<file path="src/hdl/target_box_angle_framer_top_assert.svh">
// Assertion helpers for the target box angle framer.
`ifndef TARGET_BOX_ANGLE_FRAMER_TOP_ASSERT_SVH
`define TARGET_BOX_ANGLE_FRAMER_TOP_ASSERT_SVH

`ifndef SYNTHESIS
`define TBAF_ASSERT_IMP(label, clk, rstn, a, b) \
    label: assert property (@(posedge clk) disable iff (!rstn) (a) |-> (b)) \
        else $error("assertion failed");
`define TBAF_ASSERT_NEXT(label, clk, rstn, a, b) \
    label: assert property (@(posedge clk) disable iff (!rstn) (a) |=> (b)) \
        else $error("assertion failed");
`else
`define TBAF_ASSERT_IMP(label, clk, rstn, a, b)
`define TBAF_ASSERT_NEXT(label, clk, rstn, a, b)
`endif

`endif

</file>
<file path="src/hdl/tbaf_pkg.sv">
`default_nettype none
package tbaf_pkg;

    localparam int CORDIC_STEPS = 24;
    localparam int CHAIN_LEN    = 32;
    localparam int IDX_W        = 5;
    localparam int XW           = 21;
    localparam int ZW           = 31;
    localparam int ANGLE_FRAC   = 12;

    localparam logic [7:0]  FRAME_START = 8'h73;
    localparam logic [7:0]  FRAME_END   = 8'h65;
    localparam logic [15:0] DIST_SAT    = 16'h7FFF;
    localparam logic [3:0]  LAST_POS    = 4'd13;

    localparam logic [2:0] REG_CENTRE_X     = 3'd0;
    localparam logic [2:0] REG_CENTRE_Y     = 3'd1;
    localparam logic [2:0] REG_FOCAL        = 3'd2;
    localparam logic [2:0] REG_DIST_CONST   = 3'd3;
    localparam logic [2:0] REG_PITCH_OFFSET = 3'd4;

    typedef struct packed {
        logic signed [XW-1:0] x;
        logic signed [XW-1:0] y;
        logic signed [ZW-1:0] z;
    } lane_t;

    typedef struct packed {
        logic        valid;
        lane_t       yaw;
        lane_t       pitch;
        logic [15:0] rem;
        logic [31:0] qd;
        logic [15:0] den;
        logic        hzero;
    } cell_t;

    // Arctangent of 2^-i in 1/4096 millidegree, zero past the last rotation.
    function automatic logic signed [ZW-1:0] atan_lut(input logic [IDX_W-1:0] i);
        logic signed [ZW-1:0] a;
        case (i)
            5'd0:  a = 31'sd184320000;
            5'd1:  a = 31'sd108810450;
            5'd2:  a = 31'sd57492453;
            5'd3:  a = 31'sd29184067;
            5'd4:  a = 31'sd14648666;
            5'd5:  a = 31'sd7331474;
            5'd6:  a = 31'sd3666632;
            5'd7:  a = 31'sd1833428;
            5'd8:  a = 31'sd916728;
            5'd9:  a = 31'sd458366;
            5'd10: a = 31'sd229183;
            5'd11: a = 31'sd114592;
            5'd12: a = 31'sd57296;
            5'd13: a = 31'sd28648;
            5'd14: a = 31'sd14324;
            5'd15: a = 31'sd7162;
            5'd16: a = 31'sd3581;
            5'd17: a = 31'sd1790;
            5'd18: a = 31'sd895;
            5'd19: a = 31'sd448;
            5'd20: a = 31'sd224;
            5'd21: a = 31'sd112;
            5'd22: a = 31'sd56;
            5'd23: a = 31'sd28;
            default: a = '0;
        endcase
        return a;
    endfunction

endpackage
`default_nettype wire

</file>
<file path="src/hdl/tbaf_framer.sv">
`default_nettype none
// Finishes the angles and the distance and sends the 14-byte frame.
module tbaf_framer (
    input  wire logic               aclk,
    input  wire logic               aresetn,
    input  wire tbaf_pkg::cell_t    tail,
    input  wire logic [17:0]        pitch_offset,
    output logic                    load,
    output logic                    m_tvalid,
    input  wire logic               m_tready,
    output logic [7:0]              m_tdata,   // frame_byte
    output logic                    m_tlast    // frame_last
);

    function automatic logic [15:0] trunc16(input logic signed [31:0] v);
        logic [31:0] m;
        if (v[31]) begin
            m = -v;
            m = m >> tbaf_pkg::ANGLE_FRAC;
            m = -m;
        end else begin
            m = v >> tbaf_pkg::ANGLE_FRAC;
        end
        return m[15:0];
    endfunction

    logic        busy_reg;
    logic [3:0]  cnt_reg;
    logic [15:0] yaw_reg;
    logic [15:0] pitch_reg;
    logic [15:0] dist_reg;
    logic        done;
    logic signed [31:0] pitch_full;

    assign done = busy_reg && m_tready && (cnt_reg == tbaf_pkg::LAST_POS);
    assign load = tail.valid && (!busy_reg || done);

    // Pitch is negated after the offset, scaled to the angle fraction, is removed.
    assign pitch_full = 32'sd0 - (32'(tail.pitch.z)
                        - {{2{pitch_offset[17]}}, pitch_offset, 12'b0});

    always_ff @(posedge aclk) begin
        if (!aresetn) begin
            busy_reg <= 1'b0;
            cnt_reg  <= '0;
        end else if (load) begin
            busy_reg <= 1'b1;
            cnt_reg  <= '0;
        end else if (done) begin
            busy_reg <= 1'b0;
        end else if (busy_reg && m_tready) begin
            cnt_reg <= cnt_reg + 4'd1;
        end
    end

    always_ff @(posedge aclk) begin
        if (load) begin
            yaw_reg   <= trunc16(32'(tail.yaw.z));
            pitch_reg <= trunc16(pitch_full);
            dist_reg  <= tail.hzero ? tbaf_pkg::DIST_SAT : tail.qd[15:0];
        end
    end

    always_comb begin
        case (cnt_reg) inside
            4'd0:         m_tdata = tbaf_pkg::FRAME_START;
            4'd1, 4'd2:   m_tdata = {8{yaw_reg[15]}};
            4'd3:         m_tdata = yaw_reg[15:8];
            4'd4:         m_tdata = yaw_reg[7:0];
            4'd5, 4'd6:   m_tdata = {8{pitch_reg[15]}};
            4'd7:         m_tdata = pitch_reg[15:8];
            4'd8:         m_tdata = pitch_reg[7:0];
            4'd9, 4'd10:  m_tdata = {8{dist_reg[15]}};
            4'd11:        m_tdata = dist_reg[15:8];
            4'd12:        m_tdata = dist_reg[7:0];
            default:      m_tdata = tbaf_pkg::FRAME_END;
        endcase
    end

    assign m_tvalid = busy_reg;
    assign m_tlast  = (cnt_reg == tbaf_pkg::LAST_POS);

endmodule
`default_nettype wire

</file>
<file path="config.mk">
export PLATFORM = sky130hd
export DESIGN_NAME = tbaf_framer
export DESIGN_NICKNAME = d
export VERILOG_FILES = /design/src/hdl/target_box_angle_framer_top_assert.svh /design/src/hdl/tbaf_pkg.sv /design/src/hdl/tbaf_framer.sv
export SDC_FILE = /design/constraint.sdc
export NUM_CORES = 1
export LEC_CHECK = 0
export ABC_AREA = 1
export BUFFER_PORTS_ARGS = -buffer_cell sky130_fd_sc_hd__buf_2
export CORE_UTILIZATION = 50
export DETAILED_ROUTE_END_ITERATION = 8
export PLACE_DENSITY = 0.92
export RECOVER_POWER = 100
export SYNTH_ARGS = -nofsm -noshare
export SYNTH_HDL_FRONTEND = slang
export SYNTH_SLANG_ARGS = --single-unit
</file>
<file path="constraint.sdc">
create_clock -name aclk -period 4.7 [get_ports aclk]
set_clock_uncertainty 0.1 [all_clocks]
set_input_delay 0.235 -clock aclk [delete_from_list [all_inputs] [get_ports aclk]]
set_output_delay 0.235 -clock aclk [all_outputs]
set_load 0.01 [all_outputs]
</file>
Word level (Yosys, flattened, before mapping)
Cells that the tools add are included.
W data, S select, Z words.
- register bits after elaboration: 53
- input port bits: 233
- output and inout bits: 11
- $add $sub $neg: 7
- eq/ne operators: 13
- multiplexer cells: 14
- bitwise gates (word level): 2
- reductions and logical operators: 12
- operator list (kind ; count):
    $mux W8 ; 10
    $neg A28 Y28 ; 2
    $mux W16 ; 2
    $neg A16 Y16 ; 2
    $sub A1 B32 Y32 const A ; 1
    $sub A31 B30 Y32 ; 1
    $eq A4 B4 Y1 const B ; 6
    $eq A4 B3 Y1 const B ; 4
    $eq A4 B2 Y1 const B ; 2
    $reduce_or A2 Y1 ; 4
    $add A4 B1 Y4 const B ; 1
    $eq A4 B1 Y1 const B ; 1
    $logic_not A4 Y1 ; 1
    $logic_and A1 B1 Y1 ; 3
    $mux W1 ; 2
    $not A1 Y1 ; 2
    $reduce_and A2 Y1 ; 1
    $reduce_bool A2 Y1 ; 1
    $logic_not A1 Y1 ; 1
    $logic_or A1 B1 Y1 ; 1

Depth between registers and ports, before layout
- word-level depth: 11
- mapped depth: 24
- gate-level depth less buffers: 24

Worst setup path before layout
Ideal clock, no wire load.
- kind: input to register
- start point: input tail[65] (netlist name)
- end point: register pitch_reg[14] (data pin)
- arrival time: 2.398 ns
- data required time: 4.347 ns
- path slack: 1.949 ns
- stages: 22
- buffers on the path: 0
- path through: inv_1 ha_1 nand2_2 nor2_2 nand2_1 nand2_1 nand2_1 nor2_2 inv_1 nor2_2 nand2_1 nand2_1 nand2_1 inv_1 ha_1 nand3_1 nor2_2 nand2_2 nor2_4 nand3_1 nand3_1 nand2_1
- longest elaborated chain between the ends: 5
- ends and longest elaborated chain (item ; line ; RTL):
    from (decl) ; tbaf_framer.sv:6 ; input wire tbaf_pkg::cell_t tail,
    $sub A31 B30 Y32 * ; tbaf_framer.sv:40 ; - {{2{pitch_offset[17]}}, pitch_offset, 12'b0});
    $sub A1 B32 Y32 * ; tbaf_framer.sv:39 ; assign pitch_full = 32'sd0 - (32'(tail.pitch.z)
    $neg A28 Y28 ; tbaf_framer.sv:18 ; m = -v;
    $neg A16 Y16 ; tbaf_framer.sv:20 ; m = -m;
    $mux W16 * ; tbaf_framer.sv:17 ; if (v[31]) begin
    to (signal assigned) ; tbaf_framer.sv:59 ; pitch_reg <= trunc16(pitch_full);
    to (decl) ; tbaf_framer.sv:30 ; logic [15:0] pitch_reg;
Mark *: on every way between the ends. The rest lies on a longest branch, timed or not.
A chain may end at the register's enable or synchronous reset.

Worst setup path in the final report
- start point: input tail[65] (netlist name)
- end point: register pitch_reg[12] (data pin)
The elaborated chain is that of the path after synthesis.

==> qor.csv <==
metric;value;unit
slew_violations;50;
cp_num_buf_inv;4;
synth_top_family_by_area;simple AND/OR/NAND/NOR gates;
ctsResizeCount;0;
synthAdderAreaFrac;0.0522;
place_inst;1282;
cts_tree;built;
most-common-layout-cells;334 x nand2_1, 156 x inv_1, 106 x nor2_1, 97 x buf_2, 74 x nand3_1;
grt_overflow;0;
grt_setup_unrepaired;no;
finalHoldViolCount;0;
syn-num-nets;1270;
yosysWarnings;0;
tns;0;ns
nets;1380;
clock.fmax;295;MHz
synth_area_leaders;edfxtp_1 23%, nand2_1 20%, inv_1 9.4%;
cp_max_fo;5;
cts_hold_buf;0;
dieHeight;114;microns
yosys_most_used_dff;edfxtp_1;
netSwitchingFraction;0.360;
fillerInstances;1100;
h-tree-depth;2;
netlist_area;6230;sq um
routedWlPerCell;11.0;microns
clock_sinks;53;
min_period;3.39;ns
p_clk_frac;0.251;
post-route-period-util;0.720;
cts_made_buffers;5;
io_pins;244;
clockBufferDepth;2;
cp.arrival;3.34;ns
rrSetupSlack;1.74;ns
firstDrtPassIters;5;
die_w;114;microns
crit_top_cell;nand2_1;
avgSynthCellArea;6.16;sq um
switchingPower;0.540;mW
drv_cap;1;
ys_ff_latch;53;
io_buffers;109;
grt_pass1_vias;5967;
die_area;12900;sq um
drcViolationCount;0;
synth_xor_area_frac;0.0311;
grt_usage;0.225;
synthMuxAreaShare;0;
dp_hpwl;11.8;mm
seq_area;1540;sq um
layout-drive-gt1-share;0.174;
first_iter_violations;414;
status;complete, but fails checks;
crit_slowest_cell;ha_1;
combPwrFrac;0.355;
root_buffer;clkbuf_16;
place.gp.congestion;0.907;
insertedDiodeCount;0;
rows;40;
p_leak;3.66;nW
antenna_found_initial;0;
finalPower;1.50;mW
max-vdd-ir-drop;0.000143;V
setup-violations-final;0;
netlist.top_cell.by_area;edfxtp_1;
synth-simple-area-share;0.478;
pwr-share-seq;0.393;
hold_class;in -> reg;
syn_inst;1011;
synth_compound_area_frac;0.0896;
worst-endpoint-required;4.66;ns
critPathMaxStageDelay;0.30;ns
path_cells;buf_2 > inv_1 > ha_1 > nand2_1 > nor2_1 > nand2_1 > nand2_1 > nand2_1 > nor2_2 > inv_1 > nor2_2 > nand2_1 > nand2_1 > nand2_1 > inv_1 > ha_1 > nand3_1 > nor2_1 > nand2_1 > nor2_1 > nand3_1 > nand3_1 > nand2_1;
area_growth;13.5;%
start_util;0.517;
tightest_slew;1.74;ns
slew_headroom;-0.164;
clkLatencyLatePin;0.29;ns
power.internal;0.960;mW
multiInputGateArea;4030;sq um
fin_util;0.587;
worst_setup_path_start_kind;input port;
cts.clk_slew.worst_paths;0.07;ns
synth_top_cell_area_share;0.231;
cts_setup_buffers;0;
vias;6533;
yosysUniqueCellTypes;38;
powerDensity;212;nW/um^2
grt_pass1_wl;24.3;mm
grt_max_degree;50;
ys_seq_area_frac;0.247;
synth_edf_count;48;
violations;max-capacitance violations, max-slew violations;
routed_via_density;5.06;
final_cells;1290;
layout_commonest_cell;nand2_1;
cp_top_family;simple AND/OR/NAND/NOR gates;
final_antenna_net_count;0;
core_area;12100;sq um
critPathKind;in -> reg;
drt_wl_total;14.2;mm
worstSetupEndpointType;flip-flop;
async_flop_share;0;
## worst paths after layout
path,from,endpoint,depth (start not counted)
hold reg to reg,cnt_reg[1],cnt_reg[1],2
setup / recovery,tail[65],pitch_reg[12],23
setup reg to reg,cnt_reg[1],dist_reg[10],8
hold / removal,aresetn,m_tvalid,3
## per-layer routing
metal / global-route usage / wire length [microns] / vias up
li1: - / - / 3440
met1: 0.279 / 6650 / 2893
met2: 0.417 / 6850 / 172
met3: 0.0186 / 507 / 28
met4: 0.0605 / 235 / 0
met5: 0 / 0 / -
## layout make-up
type,instances,share of cell area
flip-flops and latches,53,0.218
well taps,168,0.0297
inverters,161,0.0854
clock buffers,5,0.0177
multi-input cells,790,0.570
repair buffers,110,0.0755
clock inverters,3,0.00407
## worst reg2reg max path: stages (launching register included)
cell and delay (ns):
dfxtp_1 0.35, inv_1 0.09, ha_1 0.16, inv_1 0.05, nor3_1 0.29, nand2_1 0.10, nand2_1 0.09, nand2_1 0.08
inv_1 1.24
## stage by stage
step	area (sq um)	setup slack [ns]	hold WS [ns]
final	7070	1.31	0.0440
after global routing	7070	0.834	0.0765
after CTS	7120	1.59	0.0429
after detailed placement	6960	1.41	0.340
after global placement	6960	1.54	0.342
after floorplan	6230	1.95	0.233
## cell families after synthesis
kind of cell    after synthesis
compound gates              104
xor+xnor                     20
buf+inv                     168
flops                        53
fa+ha+maj                    26
simple gates                640
## power groups by stage
stage | sequential, mW | clock (mW) | combinational, mW
after floorplan | 0.594 | 0 | 0.395
after global placement | 0.597 | 0 | 0.515
after detailed placement | 0.599 | 0 | 0.533
after CTS | 0.589 | 0.380 | 0.535
after global routing | 0.593 | 0.395 | 0.610
final | 0.590 | 0.377 | 0.533
## cell usage after synthesis, types with 9 or more instances
cell type	number
a21oi_1	34
nor2_2	18
nand3_1	74
or2_2	20
nor2_4	9
inv_1	156
nand4_1	15
ha_1	26
xnor2_1	10
nand2_1	332
o21ai_0	49
xor2_1	9
edfxtp_1	48
nor3_1	14
nor2_1	100
nand2_2	31
Note: power is estimated with default switching activity, not from simulation.
